File: config.mk
export PLATFORM = sky130hd
export DESIGN_NAME = go_back_n_endpoint_top
export DESIGN_NICKNAME = d
export VERILOG_FILES = /design/src/rtl/gbn_pkg.sv /design/src/rtl/go_back_n_endpoint_top.sv
export VERILOG_INCLUDE_DIRS = /design/src /design/src/rtl
export SDC_FILE = /design/constraint.sdc
export NUM_CORES = 1
export LEC_CHECK = 0
export ABC_AREA = 1
export BUFFER_PORTS_ARGS = -buffer_cell sky130_fd_sc_hd__buf_2
export CAP_MARGIN = 20
export CORE_ASPECT_RATIO = 1.5
export CORE_MARGIN = 3
export CORE_UTILIZATION = 60
export DETAILED_ROUTE_END_ITERATION = 8
export HOLD_SLACK_MARGIN = 0.03
export PLACE_DENSITY = 0.78
export SYNTH_ARGS = -nofsm -noshare
export SYNTH_HDL_FRONTEND = slang
export SYNTH_SLANG_ARGS = --single-unit
File: constraint.sdc
create_clock -name clk -period 21 [get_ports clk]
set_input_delay 6.3 -clock clk [delete_from_list [all_inputs] [get_ports clk]]
set_output_delay 6.3 -clock clk [all_outputs]
set_load 0.1 [all_outputs]
File: src/rtl/assert_macros.svh
// ---------------------------------------------------------------------------
// assert_macros.svh
// Concurrent assertion helpers; compiled out when NO_ASSERTIONS is set.
// ---------------------------------------------------------------------------
`ifndef ASSERT_MACROS_SVH
`define ASSERT_MACROS_SVH

`ifndef NO_ASSERTIONS
`define ASSERT_ALWAYS(lbl, clk, rst, expr, msg) \
  lbl: assert property (@(posedge clk) disable iff (rst) (expr)) else $error(msg);
`define ASSERT_NEXT(lbl, clk, rst, ante, cons, msg) \
  lbl: assert property (@(posedge clk) disable iff (rst) (ante) |=> (cons)) else $error(msg);
`else
`define ASSERT_ALWAYS(lbl, clk, rst, expr, msg)
`define ASSERT_NEXT(lbl, clk, rst, ante, cons, msg)
`endif

`endif

File: src/rtl/gbn_pkg.sv
// ---------------------------------------------------------------------------
// gbn_pkg
// Word types, function and result codes and register indexes of the
// go-back-N endpoint.
// ---------------------------------------------------------------------------
package gbn_pkg;

  localparam int CFG_IDX_W = 1;
  localparam int CFG_DATA_W = 32;

  localparam logic [CFG_IDX_W-1:0] REG_TIMEOUT_TICKS = 1'd0;
  localparam logic [CFG_IDX_W-1:0] REG_MAX_PAYLOAD = 1'd1;

  localparam logic [31:0] TIMEOUT_TICKS_RESET = 32'd1000;
  localparam logic [15:0] MAX_PAYLOAD_RESET = 16'd1024;

  localparam logic [1:0] FUNC_SEND = 2'd0;
  localparam logic [1:0] FUNC_ACK = 2'd1;
  localparam logic [1:0] FUNC_DATA = 2'd2;
  localparam logic [1:0] FUNC_TICK = 2'd3;

  localparam logic [2:0] KIND_SENT = 3'd0;
  localparam logic [2:0] KIND_WINDOW_FULL = 3'd1;
  localparam logic [2:0] KIND_TOO_LONG = 3'd2;
  localparam logic [2:0] KIND_ACK_TAKEN = 3'd3;
  localparam logic [2:0] KIND_ACK_IGNORED = 3'd4;
  localparam logic [2:0] KIND_RESENT = 3'd5;
  localparam logic [2:0] KIND_ACK_OUT = 3'd6;
  localparam logic [2:0] KIND_IDLE = 3'd7;

  typedef struct packed {
    logic [1:0]  func;
    logic [7:0]  seq_num;
    logic [31:0] payload_tag;
    logic [15:0] payload_len;
  } gbn_in_t;

  typedef struct packed {
    logic [2:0]  result_kind;
    logic [7:0]  seq_out;
    logic [31:0] tag_out;
    logic [15:0] len_out;
    logic        deliver;
    logic [3:0]  outstanding;
    logic        last_of_run;
  } gbn_out_t;

endpackage

File: src/rtl/go_back_n_endpoint_top.sv
// ---------------------------------------------------------------------------
// go_back_n_endpoint_top
// Go-Back-N endpoint: sender window with slot store, retransmit timer and
// in-order receiver, run by a small sequencer.
// ---------------------------------------------------------------------------
// channel   dir  handshake              payload
// command   in   start & !busy          cmd (gbn_in_t)
// result    out  result_stb, 1 cycle    result (gbn_out_t)
// config    in   cfg_we                 cfg_index, cfg_data
//
// An item is taken in the accept cycle, then handled in the execute cycle.
// A timeout tick resends every outstanding word from the slot store; the
// store's single registered read port yields one resent word per cycle.
// Results are registered; the receiver cannot stall.
// Reset is synchronous; the slot store is not cleared.
// ---------------------------------------------------------------------------
`include "assert_macros.svh"

module go_back_n_endpoint_top #(
  parameter int WINDOW_DEPTH = 8,
  parameter int SEQ_COUNT = 256
) (
  input  logic                             clk,
  input  logic                             rst,
  input  logic                             start,
  output logic                             busy,
  input  gbn_pkg::gbn_in_t                 cmd,
  output logic                             result_stb,
  output gbn_pkg::gbn_out_t                result,
  input  logic                             cfg_we,
  input  logic [gbn_pkg::CFG_IDX_W-1:0]    cfg_index,
  input  logic [gbn_pkg::CFG_DATA_W-1:0]   cfg_data
);
  import gbn_pkg::*;

  localparam int SEQ_W = $clog2(SEQ_COUNT);
  localparam int SLOT_W = (WINDOW_DEPTH > 1) ? $clog2(WINDOW_DEPTH) : 1;
  localparam int CNT_W = $clog2(WINDOW_DEPTH + 1);
  localparam int SLOT_DW = 48;
  localparam logic [SEQ_W:0] SEQ_CNT_V = (SEQ_W + 1)'(SEQ_COUNT);
  localparam logic [SEQ_W-1:0] SEQ_LAST = SEQ_W'(SEQ_COUNT - 1);
  localparam logic [SLOT_W-1:0] SLOT_LAST = SLOT_W'(WINDOW_DEPTH - 1);

  typedef enum logic [2:0] {
    ST_IDLE  = 3'b001,
    ST_EXEC  = 3'b010,
    ST_BURST = 3'b100
  } state_t;

  function automatic logic [SEQ_W-1:0] mod_seq(input logic [7:0] x);
    logic [11:0] r;
    r = {4'd0, x};
    for (int k = 3; k >= 0; k--) begin
      if (r >= 12'(SEQ_COUNT << k)) begin
        r = r - 12'(SEQ_COUNT << k);
      end
    end
    return r[SEQ_W-1:0];
  endfunction

  function automatic logic [SLOT_W-1:0] mod_win(input logic [SEQ_W-1:0] x);
    logic [14:0] r;
    r = 15'(x);
    for (int k = 7; k >= 0; k--) begin
      if (r >= 15'(WINDOW_DEPTH << k)) begin
        r = r - 15'(WINDOW_DEPTH << k);
      end
    end
    return r[SLOT_W-1:0];
  endfunction

  function automatic logic [SEQ_W-1:0] seq_sub(input logic [SEQ_W-1:0] a,
                                              input logic [SEQ_W-1:0] b);
    logic [SEQ_W:0] t;
    if (a >= b) begin
      t = {1'b0, a} - {1'b0, b};
    end else begin
      t = {1'b0, a} + SEQ_CNT_V - {1'b0, b};
    end
    return t[SEQ_W-1:0];
  endfunction

  function automatic logic [SEQ_W-1:0] seq_inc(input logic [SEQ_W-1:0] a);
    return (a == SEQ_LAST) ? '0 : a + 1'b1;
  endfunction

  state_t             state;
  gbn_in_t            in_r;
  logic [SEQ_W-1:0]   seq_r;
  logic [SEQ_W-1:0]   send_base;
  logic [SEQ_W-1:0]   next_seq;
  logic [SEQ_W-1:0]   expected_seq;
  logic [31:0]        elapsed_ticks;
  logic [31:0]        timeout_ticks;
  logic [15:0]        max_payload;
  logic [SEQ_W-1:0]   cur_seq;
  logic [SLOT_W-1:0]  cur_slot;
  logic [CNT_W-1:0]   remaining;
  logic               pipe_vld;
  logic [SEQ_W-1:0]   pipe_seq;
  logic               pipe_last;
  logic [SLOT_DW-1:0] mem_q;
  logic               result_stb_r;
  gbn_out_t           result_r;

  logic [SLOT_DW-1:0] slot_mem [WINDOW_DEPTH];

  logic [SEQ_W-1:0]   count;
  logic [SEQ_W-1:0]   ack_d;
  logic               win_full;
  logic               too_long;
  logic               ack_ok;
  logic [31:0]        elapsed_inc;
  logic               timed_out;
  logic               send_ok;
  logic [SEQ_W-1:0]   next_seq_next;
  logic [SEQ_W-1:0]   expected_next;

  assign count         = seq_sub(next_seq, send_base);
  assign ack_d         = seq_sub(seq_r, send_base);
  assign win_full      = 32'(count) >= 32'(WINDOW_DEPTH);
  assign too_long      = in_r.payload_len > max_payload;
  assign ack_ok        = (ack_d != '0) && (ack_d <= count);
  assign elapsed_inc   = (elapsed_ticks == '1) ? elapsed_ticks : elapsed_ticks + 32'd1;
  assign timed_out     = elapsed_inc >= timeout_ticks;
  assign send_ok       = (in_r.func == FUNC_SEND) && !win_full && !too_long;
  assign next_seq_next = seq_inc(next_seq);
  assign expected_next = seq_inc(expected_seq);

  assign busy       = (state != ST_IDLE);
  assign result_stb = result_stb_r;
  assign result     = result_r;

  always_ff @(posedge clk) begin
    if ((state == ST_EXEC) && send_ok) begin
      slot_mem[mod_win(next_seq)] <= {in_r.payload_tag, in_r.payload_len};
    end
    mem_q <= slot_mem[cur_slot];
  end

  always_ff @(posedge clk) begin
    if (rst) begin
      state         <= ST_IDLE;
      send_base     <= '0;
      next_seq      <= '0;
      expected_seq  <= '0;
      elapsed_ticks <= '0;
      timeout_ticks <= TIMEOUT_TICKS_RESET;
      max_payload   <= MAX_PAYLOAD_RESET;
      remaining     <= '0;
      pipe_vld      <= 1'b0;
      result_stb_r  <= 1'b0;
    end else begin
      if (cfg_we) begin
        case (cfg_index)
          REG_TIMEOUT_TICKS: timeout_ticks <= cfg_data;
          REG_MAX_PAYLOAD:   max_payload <= cfg_data[15:0];
          default: ;
        endcase
      end
      result_stb_r <= 1'b0;
      pipe_vld     <= 1'b0;
      case (state)
        ST_IDLE: begin
          if (start) begin
            in_r  <= cmd;
            seq_r <= mod_seq(cmd.seq_num);
            state <= ST_EXEC;
          end
        end
        ST_EXEC: begin
          state                <= ST_IDLE;
          result_stb_r         <= 1'b1;
          result_r.result_kind <= KIND_IDLE;
          result_r.seq_out     <= '0;
          result_r.tag_out     <= '0;
          result_r.len_out     <= '0;
          result_r.deliver     <= 1'b0;
          result_r.outstanding <= 4'(count);
          result_r.last_of_run <= 1'b1;
          case (in_r.func)
            FUNC_SEND: begin
              result_r.seq_out <= 8'(next_seq);
              if (win_full) begin
                result_r.result_kind <= KIND_WINDOW_FULL;
              end else if (too_long) begin
                result_r.result_kind <= KIND_TOO_LONG;
              end else begin
                if (count == '0) begin
                  elapsed_ticks <= '0;
                end
                next_seq             <= next_seq_next;
                result_r.result_kind <= KIND_SENT;
                result_r.tag_out     <= in_r.payload_tag;
                result_r.len_out     <= in_r.payload_len;
                result_r.outstanding <= 4'(seq_sub(next_seq_next, send_base));
              end
            end
            FUNC_ACK: begin
              result_r.seq_out <= 8'(seq_r);
              if (ack_ok) begin
                send_base            <= seq_r;
                elapsed_ticks        <= '0;
                result_r.result_kind <= KIND_ACK_TAKEN;
                result_r.outstanding <= 4'(count - ack_d);
              end else begin
                result_r.result_kind <= KIND_ACK_IGNORED;
              end
            end
            FUNC_DATA: begin
              result_r.result_kind <= KIND_ACK_OUT;
              if (seq_r == expected_seq) begin
                expected_seq     <= expected_next;
                result_r.seq_out <= 8'(expected_next);
                if (in_r.payload_len != '0) begin
                  result_r.deliver <= 1'b1;
                  result_r.tag_out <= in_r.payload_tag;
                  result_r.len_out <= in_r.payload_len;
                end
              end else begin
                result_r.seq_out <= 8'(expected_seq);
              end
            end
            default: begin
              if (count != '0) begin
                elapsed_ticks <= elapsed_inc;
                if (timed_out) begin
                  elapsed_ticks <= '0;
                  result_stb_r  <= 1'b0;
                  state         <= ST_BURST;
                  cur_seq       <= send_base;
                  cur_slot      <= mod_win(send_base);
                  remaining     <= CNT_W'(count);
                end
              end
            end
          endcase
        end
        ST_BURST: begin
          if (remaining != '0) begin
            pipe_vld  <= 1'b1;
            pipe_seq  <= cur_seq;
            pipe_last <= (remaining == CNT_W'(1));
            remaining <= remaining - 1'b1;
            cur_seq   <= seq_inc(cur_seq);
            if ((cur_seq == SEQ_LAST) || (cur_slot == SLOT_LAST)) begin
              cur_slot <= '0;
            end else begin
              cur_slot <= cur_slot + 1'b1;
            end
          end
          if (pipe_vld) begin
            result_stb_r         <= 1'b1;
            result_r.result_kind <= KIND_RESENT;
            result_r.seq_out     <= 8'(pipe_seq);
            result_r.tag_out     <= mem_q[47:16];
            result_r.len_out     <= mem_q[15:0];
            result_r.deliver     <= 1'b0;
            result_r.outstanding <= 4'(count);
            result_r.last_of_run <= pipe_last;
            if (pipe_last) begin
              state <= ST_IDLE;
            end
          end
        end
        default: state <= ST_IDLE;
      endcase
    end
  end

  `ASSERT_ALWAYS(a_window_bound, clk, rst, 32'(count) <= 32'(WINDOW_DEPTH), "window overrun")
  `ASSERT_NEXT(a_accept_exec, clk, rst, start && !busy, state == ST_EXEC, "accept lost")
  `ASSERT_ALWAYS(a_exec_quiet, clk, rst, !((state == ST_EXEC) && result_stb), "word in execute")
  `ASSERT_ALWAYS(a_idle_last, clk, rst, !((state == ST_IDLE) && result_stb && !result.last_of_run), "run not closed")

endmodule

==> results by group, run 1 <==
Logic synthesis
  – Top_reg_cell synth: sky130_fd_sc_hd__edfxtp_1
  – Number of flops mapped to enable cells by yosys: 527
  – Commonest cells in the synthesized netlist: sky130_fd_sc_hd__edfxtp_1 (527), sky130_fd_sc_hd__nor2_1 (502), sky130_fd_sc_hd__nand2_1 (421)
  – Proportion of netlist area held by the largest area contributor: 0.531
  – Average cell area after synthesis: 10.4 um^2
  – Share of synthesized registers carrying an async set or reset: 0
  – Sequential element share of the synthesized area: 0.639
  – Yosys cell types: 51
  – Post-Syn Nets: 3,049
  – YS warnings: 0
  – Netlist area before placement: 0.0298 mm^2
  – Flip-flop and latch count after synthesis: 688
  – Most used standard cell by instance count after synthesis: sky130_fd_sc_hd__edfxtp_1
  – Top cells by area, synth: sky130_fd_sc_hd__edfxtp_1 (53%), sky130_fd_sc_hd__dfxtp_1 (11%), sky130_fd_sc_hd__nor2_1 (6.3%)
  – Cell accounting for the most synthesized area: sky130_fd_sc_hd__edfxtp_1
  – Gate Count Post-Synth: 2,866

Timing
  – Worst slew margin: 0.260
  – Worst Tran Pin Value: 1.11 ns
  – Final setup violation count: 0
  – Number of slew-limit violations in the final report: 0
  – Portion of the clock cycle consumed by the worst path in the final layout: 0.382
  – Setup_tns: 0 ns
  – Fmax achieved: 125 MHz
  – Largest clock skew in the final design: 0.0175 ns
  – Final hold violations: 0
  – Post-route minimum period: 8.03 ns
  – Setup repair after global routing missed its margin: false

Pwr
  – Total design power: 2.72 mW
  – P per Cell Area: 81.8 mW/mm^2
  – Leakage power of the design: 12.7 nW
  – Maximum ir drop on the vdd rail: 66.5 uV

Min path
  – Startpoint of the most critical hold path: timeout_ticks[20]
  – Worst Hold Path Cells: 2
  – Tightest Hold Check Type: flop to flop

Floorplan
  – Die X: 188 um
  – Area of the core: 0.0489 mm^2
  – Chip Height: 279 um
  – Die area: 0.0524 mm^2
  – Initial Utilization: 0.609
  – Core Rows: 99
  – Number of top-level pins: 162

Layout
  – Share of final-layout standard cells stronger than drive strength 1: 0.106
  – Diode insertion count for antenna repair: 0
  – Synth-to-layout area growth: 11.5%
  – Summed area of non-filler cells in the final layout: 0.0332 mm^2
  – Number of non-filler instances in the completed layout: 3,693
  – Final net count: 3,169

GRT
  – Total congestion overflow after global routing: 0
  – Vias in the first global route: 21,000
  – Global-route wire length before repair: 109,000 um
  – Total Routing Usage GR: 0.261
  – Initial antenna violation count: 0
  – Largest net degree at the start of global routing: 196

Route
  – DRC violations left: 0
  – Highest signal layer in the routed design: met4
  – Detailed-route wire length: 69,700 um
  – Per-cell via count in the routed design: 5.78
  – Vias: 21,300
  – Initial drt markers: 1,908
  – Detailed-routing iteration count for the pre-antenna-repair pass: 8
  – Total length of routed met3 wires: 4750 um
  – Antenna violation net count after detailed routing: 0
  – Met2 WL post-DR: 35,300 um
  – Average wire per cell in the routed design: 18.9 um
  – Metal1 wirelength: 27,100 um

Clock network
  – Post-cts repair resize count: 0
  – Clock input transition at the sequential cells of the worst setup and hold paths: 0.07 ns
  – Setup Fix Bufs, Post-CTS: 0
  – Number of clock sinks: 688
  – CTS Hold Bufs: 0
  – Source-to-sink clock delay at the later pin of the worst-skew pair: 0.61 ns
  – Largest buffer count on any clock path: 3
  – # H-tree levels: 2
  – Clock tree from TritonCTS: done
  – Inserted Clock Buffers: 60
  – Library cell used as clock root buffer: sky130_fd_sc_hd__clkbuf_16

Critical path
  – Signal arrival time at the worst endpoint: 1.73 ns
  – Crit start category: flop
  – Maximum fanout along the worst path: 4
  – Critical R2R Launch: elapsed_ticks[0]
  – Crit path cell chain: inv_1 -> nor3_1 -> inv_1 -> buf_2
  – Max stage delay cell, worst path: sky130_fd_sc_hd__dfxtp_1
  – Critical path type: flop to output port
  – Cell seen most often among critical-path stages: sky130_fd_sc_hd__inv_1
  – Endpoint kind of the worst setup timing path: output port
  – Critical path's largest stage delay: 0.35 ns
  – Worst reg2reg path depth: 21
  – Critical path data required time: 14.70 ns
  – Critical Path Source: state[0]

Placed design
  – Cell area after placement: 0.0311 mm^2
  – Routability congestion estimate from global placement: 0.932
  – Number of cells in the design after placement: 3,577
  – DP HPWL: 41,800 um
  – Port Buffers: 161

Run status
  – Status: complete, no violations

Job
  – Max-Cap Viols: 0
-- stage by stage --
step                hold slack [ns]  worst slack [ns]  utilization
floorplan                     0.433              9.08            -
global placement              0.448             12.66        0.636
detailed placement            0.455             12.60        0.637
CTS                           0.465             12.98        0.677
global route                  0.489             12.89        0.679
finish                        0.463             12.97        0.679
-- routing by layer --
metal,GRT usage,vias up
met5,0,-
met4,0.103,0
met3,0.0371,173
met2,0.463,873
met1,0.324,10200
li1,-,10100
-- worst max-delay path: cells and delay by family, from the launching register on --
family / cells / cell delay (ns)
buffers and inverters: 3 / 0.54
flip-flops: 1 / 0.35
AND/OR/NAND/NOR: 1 / 0.23
-- sequential cells by signal, indices dropped and copies added (netlist names), 3 cells and up --
| signal | cells |
|---|---|
| send_base | 8 |
| next_seq | 8 |
| seq_r | 8 |
| max_payload | 16 |
| remaining | 4 |
| in_r | 50 |
| state | 3 |
| cur_slot | 3 |
| pipe_seq | 8 |
| mem_q | 48 |
| cur_seq | 8 |
| result | 65 |
| expected_seq | 8 |
| elapsed_ticks | 32 |
| slot_mem | 384 |
| timeout_ticks | 32 |
-- area by class of cell --
| type | instances | area [um^2] |
|---|---|---|
| Multi-Input combinational cell | 1809 | 9360 |
| Timing Repair Buffer | 187 | 1090 |
| Clock inverter | 29 | 317 |
| Inverter | 240 | 906 |
| Clock buffer | 84 | 1670 |
| Sequential cell | 688 | 19000 |
| Tap cell | 656 | 821 |
| Fill cell | 3600 | 15700 |
-- kinds of logic (layout without fill, tap and decap cells) --
group,Yosys count,after routing,share of synthesized area
AOI/OAI and AO/OA,586,586,0.107
xor gates and xnor gates,56,56,0.0171
adders and majority gates,88,88,0.0380
buffers and inverters,369,540,0.0486
DFF,688,688,0.639
muxes,1,1,0.000336
and+or+nand+nor,1078,1078,0.150
-- path summary, 6_finish.rpt --
check | to | slack (ns)
max reg2reg | elapsed_ticks[5] | 15.70
max | busy | 12.97
min reg2reg | timeout_ticks[20] | 0.46
min | timeout_ticks[20] | 0.46
-- cell usage in the layout (no fill, tap or decap), drive strengths merged, types with 6 or more instances in the layout --
master / Yosys / routed
edfxtp: 527 / 527
nor2: 507 / 507
nand2: 430 / 430
o21ai: 336 / 336
inv: 236 / 238
buf: 22 / 187
dfxtp: 161 / 161
a21oi: 109 / 109
ha: 84 / 84
clkbuf: 107 / 84
o22ai: 54 / 54
nand3: 54 / 54
a31oi: 49 / 49
xor2: 37 / 37
nor3: 36 / 36
nand4: 35 / 35
clkinv: 4 / 23
xnor2: 19 / 19
o21bai: 15 / 15
o211ai: 12 / 12
nor4: 6 / 6
bufinv: 0 / 6
-- report_power, final --
group          switching (mW)  internal (mW)
registers              0.0170           1.48
logic                  0.0792         0.0360
clock network           0.480          0.631
total                   0.576           2.14
No activity file was read; power rests on OpenSTA's default activity.
==> run 2: changes to the inputs <==
- CORE_UTILIZATION: 60 -> 55
- PLACE_DENSITY: 0.78 -> 0.76
- clock period: 21 -> 6.46 ns (I/O delays scaled with it)
==> results by group, run 2 (synthesis gave the netlist of run 1 again) <==
Run status
  – Status: complete, no violations

Layout
  – Diode insertion count for antenna repair: 0
  – Most common cell after layout, fill and taps aside: sky130_fd_sc_hd__edfxtp_1
  – Final core occ: 0.630
  – Largest register by flop count: slot_mem
  – Final net count: 3,172
  – Top library cells by usage in the layout, fill and taps aside: sky130_fd_sc_hd__edfxtp_1 (527), sky130_fd_sc_hd__nor2_1 (500), sky130_fd_sc_hd__nand2_1 (421)
  – Synth-to-layout area growth: 12.3%
  – Number of flip-flops under the largest register name: 384
  – Share of final-layout standard cells stronger than drive strength 1: 0.110

GRT
  – Global-route wire length before repair: 112,000 um
  – Vias in the first global route: 21,100
  – Total congestion overflow after global routing: 0
  – Largest net degree at the start of global routing: 195
  – Initial antenna violation count: 1
  – Total Routing Usage GR: 0.246

Timing
  – Number of slew-limit violations in the final report: 0
  – Worst Tran Pin Value: 1.09 ns
  – Setup repair after global routing missed its margin: false
  – Largest clock skew in the final design: 0.0259 ns
  – Post-route minimum period: 4.93 ns
  – Portion of the clock cycle consumed by the worst path in the final layout: 0.763
  – Final hold violations: 0
  – Fmax achieved: 203 MHz
  – Final setup violation count: 0
  – Setup_tns: 0 ns
  – Worst slew margin: 0.271

Floorplan
  – Chip Height: 291 um
  – Area of the core: 0.0531 mm^2
  – Die area: 0.0570 mm^2
  – Die X: 196 um
  – Core Rows: 103
  – Initial Utilization: 0.561
  – Number of top-level pins: 162

Route
  – Detailed-routing iteration count for the pre-antenna-repair pass: 6
  – Initial drt markers: 1,785
  – Per-cell via count in the routed design: 5.74
  – Vias: 21,400
  – DRC violations left: 0
  – Average wire per cell in the routed design: 19.3 um
  – Detailed-route wire length: 72,000 um
  – Antenna violation net count after detailed routing: 0

Clock network
  – CTS Hold Bufs: 0
  – Number of clock sinks: 688
  – Clock input transition at the sequential cells of the worst setup and hold paths: 0.06 ns
  – Setup Fix Bufs, Post-CTS: 0
  – Source-to-sink clock delay at the later pin of the worst-skew pair: 0.61 ns
  – Inserted Clock Buffers: 66
  – Clock tree from TritonCTS: done
  – Post-cts repair resize count: 0
  – Library cell used as clock root buffer: sky130_fd_sc_hd__clkbuf_16
  – Largest buffer count on any clock path: 3
  – # H-tree levels: 3

Pwr
  – Clock share of power: 0.432
  – Power Internal: 7.23 mW
  – Maximum ir drop on the vdd rail: 264 uV
  – Part of the power in combinational logic: 0.041
  – Net switching power: 1.97 mW
  – Leakage power of the design: 12.8 nW
  – P per Cell Area: 275 mW/mm^2
  – Total design power: 9.20 mW
  – Sequential fraction of design power: 0.527
  – Switching fraction of total power: 0.214

Critical path
  – Max stage delay cell, worst path: sky130_fd_sc_hd__nor2_2
  – WP depth: 21
  – Critical path data required time: 6.99 ns
  – Signal arrival time at the worst endpoint: 5.45 ns
  – Crit start category: flop
  – Cell seen most often among critical-path stages: sky130_fd_sc_hd__nor2_1
  – CP top delay family: simple AND/OR/NAND/NOR gates
  – Crit path cell chain: ha_1 -> nand2_1 -> nor2_2 -> nand2_2 -> nor2_4 -> nand2_2 -> nor3_4 -> inv_2 -> nand2_1 -> ha_1 -> a21oi_1 -> nor2_1 -> nor2_1 -> nand3_1 -> nor2_1 -> nand3_1 -> nor2_2 -> inv_1 -> a21oi_1 -> nor2_1 -> nor2_1
  – Buf/Inv on CP: 2
  – Critical path type: flop to flop
  – Critical path's largest stage delay: 0.66 ns
  – Maximum fanout along the worst path: 39
  – Endpoint kind of the worst setup timing path: flop
  – Worst reg2reg path depth: 21

Placed design
  – Port Buffers: 161
  – DP HPWL: 43,400 um
  – Routability congestion estimate from global placement: 0.933

Job
  – Max-Cap Viols: 0

Min path
  – Worst Hold Path Cells: 2
  – Tightest Hold Check Type: flop to flop
[run 2: area by class of cell]
class	count	area (um^2)
Clock buffer	87	1840
Tap cell	682	853
Inverter	240	905
Timing Repair Buffer	184	1050
Fill cell	4112	19600
Sequential cell	688	19000
Multi-Input combinational cell	1809	9370
Clock inverter	33	398
[run 2: through the flow]
step / instance area (um^2) / std cells / hold slack [ns] / setup WS, ns
2_1_floorplan: 29800 / 2866 / 0.433 / 0.421
3_3_place_gp: 31100 / 3600 / 0.447 / 1.76
3_5_place_dp: 31100 / 3600 / 0.457 / 1.62
4_1_cts: 33400 / 3720 / 0.466 / 1.59
5_1_grt: 33500 / 3723 / 0.475 / 1.07
6_report: 33500 / 3723 / 0.463 / 1.53
[run 2: tightest hold or removal path: stages, from the launching register on]
cell and delay (ns):
sky130_fd_sc_hd__dfxtp_1 0.29, sky130_fd_sc_hd__inv_1 0.06, sky130_fd_sc_hd__a21oi_1 0.06
[run 2: worst paths after layout]
path                                         from           endpoint  slack, ns
worst min-delay path            timeout_ticks[13]  timeout_ticks[13]       0.46
worst min register to register  timeout_ticks[13]  timeout_ticks[13]       0.46
worst max register to register   elapsed_ticks[0]   elapsed_ticks[5]       1.53
worst max-delay path             elapsed_ticks[0]   elapsed_ticks[5]       1.53
[run 2: per-layer routing]
metal  global-route usage  share of wire  wire (um)
met3               0.0299          0.059       4270
met4                0.108          0.037       2670
met1                0.311           0.40      28700
met5                    0              0          0
met2                0.428           0.50      36400
[run 2: power by group through the flow]
stage | clock network (mW) | logic, mW | registers, mW
final | 3.97 | 0.379 | 4.85
after global routing | 4.21 | 0.422 | 4.86
after CTS | 4.05 | 0.377 | 4.85
after detailed placement | 0 | 0.374 | 4.95
after global placement | 0 | 0.364 | 4.94
after floorplan | 0 | 0.234 | 4.96
==> run 3: changes to the inputs <==
- clock period: 6.46 -> 4 ns (I/O delays scaled with it)
==> results by group, run 3 (synthesis gave the netlist of run 1 again) <==
Clock network
  – Number of clock sinks: 688
  – Clock tree from TritonCTS: done
  – # H-tree levels: 2
  – Largest buffer count on any clock path: 3
  – Source-to-sink clock delay at the later pin of the worst-skew pair: 0.64 ns
  – Library cell used as clock root buffer: sky130_fd_sc_hd__clkbuf_16
  – Clock input transition at the sequential cells of the worst setup and hold paths: 0.06 ns
  – Inserted Clock Buffers: 61

GRT
  – Met3 global-route usage: 0.0343
  – Total Routing Usage GR: 0.257
  – Vias in the first global route: 22,200
  – Global-route wire length before repair: 117,000 um
  – Initial antenna violation count: 0
  – Routing layer with the top usage in global route: met2
  – GR Util met1: 0.316
  – Met2 layer usage reported by global route: 0.458
  – Total congestion overflow after global routing: 0
  – Largest net degree at the start of global routing: 195

Floorplan
  – Die area: 0.0570 mm^2
  – Core Rows: 103
  – Number of top-level pins: 162
  – Chip Height: 291 um
  – Die X: 196 um
  – Area of the core: 0.0531 mm^2
  – Initial Utilization: 0.561

Layout
  – Top library cells by usage in the layout, fill and taps aside: sky130_fd_sc_hd__edfxtp_1 (527), sky130_fd_sc_hd__nor2_1 (496), sky130_fd_sc_hd__nand2_1 (421)
  – Most common cell after layout, fill and taps aside: sky130_fd_sc_hd__edfxtp_1
  – Register area: 0.0191 mm^2
  – Area occupied by multi-input gates: 0.00943 mm^2
  – Synth-to-layout area growth: 15.5%
  – Largest register by flop count: slot_mem
  – Final net count: 3,285
  – Filler cell count in the final layout: 4,084
  – Final core occ: 0.648
  – Number of flip-flops under the largest register name: 384
  – Share of final-layout standard cells stronger than drive strength 1: 0.143
  – Diode insertion count for antenna repair: 0

Job
  – Max-Cap Viols: 0

Route
  – Antenna violation net count after detailed routing: 0
  – Per-cell via count in the routed design: 5.74
  – Detailed-route wire length: 74,700 um
  – DRC violations left: 0
  – Average wire per cell in the routed design: 19.5 um
  – Detailed-routing iteration count for the pre-antenna-repair pass: 5
  – Vias: 22,000
  – Initial drt markers: 1,750

Placed design
  – Routability congestion estimate from global placement: 0.961
  – Port Buffers: 161
  – DP HPWL: 48,300 um
  – Place WS: -0.297 ns

Timing
  – Crit path setup slack, layout: 0.219 ns
  – Worst slew margin: 0.354
  – Worst Tran Pin Value: 0.969 ns
  – Fmax achieved: 264 MHz
  – Largest clock skew in the final design: 0.0217 ns
  – Hold_ws: 0.459 ns
  – Post-route minimum period: 3.78 ns
  – Portion of the clock cycle consumed by the worst path in the final layout: 0.945
  – Final hold violations: 0
  – Final setup violation count: 0
  – Setup repair after global routing missed its margin: true
  – Number of slew-limit violations in the final report: 0

Critical path
  – Endpoint kind of the worst setup timing path: flop
  – Worst reg-to-reg setup slack: 0.22 ns
  – Critical path type: flop to flop
  – Signal arrival time at the worst endpoint: 4.17 ns
  – Crit start category: flop
  – Critical path data required time: 4.38 ns
  – Maximum fanout along the worst path: 19

Pwr
  – P per Cell Area: 418 mW/mm^2
  – Leakage power of the design: 13.3 nW
  – Maximum ir drop on the vdd rail: 455 uV

Min path
  – Tightest Hold Check Type: flop to flop

Run status
  – Status: complete, no violations
==> run 3: critical path, cell delays in order (launching register included) <==
cell	delay, ns
sky130_fd_sc_hd__edfxtp_1	0.61
sky130_fd_sc_hd__ha_1	0.42
sky130_fd_sc_hd__nand2_1	0.08
sky130_fd_sc_hd__nor3_1	0.43
sky130_fd_sc_hd__nand3_1	0.22
sky130_fd_sc_hd__nand2_1	0.28
sky130_fd_sc_hd__nand4_2	0.19
sky130_fd_sc_hd__nand2_1	0.12
sky130_fd_sc_hd__nand3_2	0.35
sky130_fd_sc_hd__buf_4	0.39
sky130_fd_sc_hd__o21ai_0	0.41
==> run 3: worst paths after layout <==
| check | from | end | depth (start not counted) |
|---|---|---|---|
| max reg2reg | in_r[15] | result[9] | 10 |
| max | in_r[15] | result[9] | 10 |
| min | max_payload[4] | max_payload[4] | 2 |
| min reg2reg | max_payload[4] | max_payload[4] | 2 |
==> run 3: area by class of cell <==
cell class,count,share of cell area
well taps,682,0.0248
clock inverters,34,0.00934
clock buffers,81,0.0498
inverters,240,0.0264
flip-flops and latches,688,0.554
multi-input cells,1809,0.274
repair buffers,302,0.0622
==> run 3: repair_timing <==
item,CTS,global route
gates resized for setup,4,7
setup endpoints to repair,23,257
pin swaps,1,7
endpoints found under the hold margin,0,0
buffers inserted,2,1
hold buffers,0,0
cloned,0,0
==> run 3: power by group <==
part	total (mW)	internal, mW	switching [mW]
sequential	7.83	7.75	0.0851
clock	5.90	3.28	2.62
combinational	0.664	0.221	0.444
total	14.4	11.2	3.15
==> run 3: layer usage <==
metal / wire (um) / vias to the layer above / part of all wire
met2: 38400 / 806 / 0.51
met1: 28900 / 10700 / 0.39
met5: 0 / - / 0
met3: 4450 / 208 / 0.060
li1: - / 10300 / -
met4: 2960 / 0 / 0.040
==> run 3: metrics by stage <==
stage	instance area (um^2)	TNS, ns	total power, mW	std cells
finish	34400	0	14.4	3836
global placement	32300	-1.79	8.61	3718
global route	34400	-0.00843	14.9	3836
floorplan	29900	-125.15	8.38	2866
detailed placement	32300	-3.69	8.64	3718
CTS	34400	0	14.5	3835
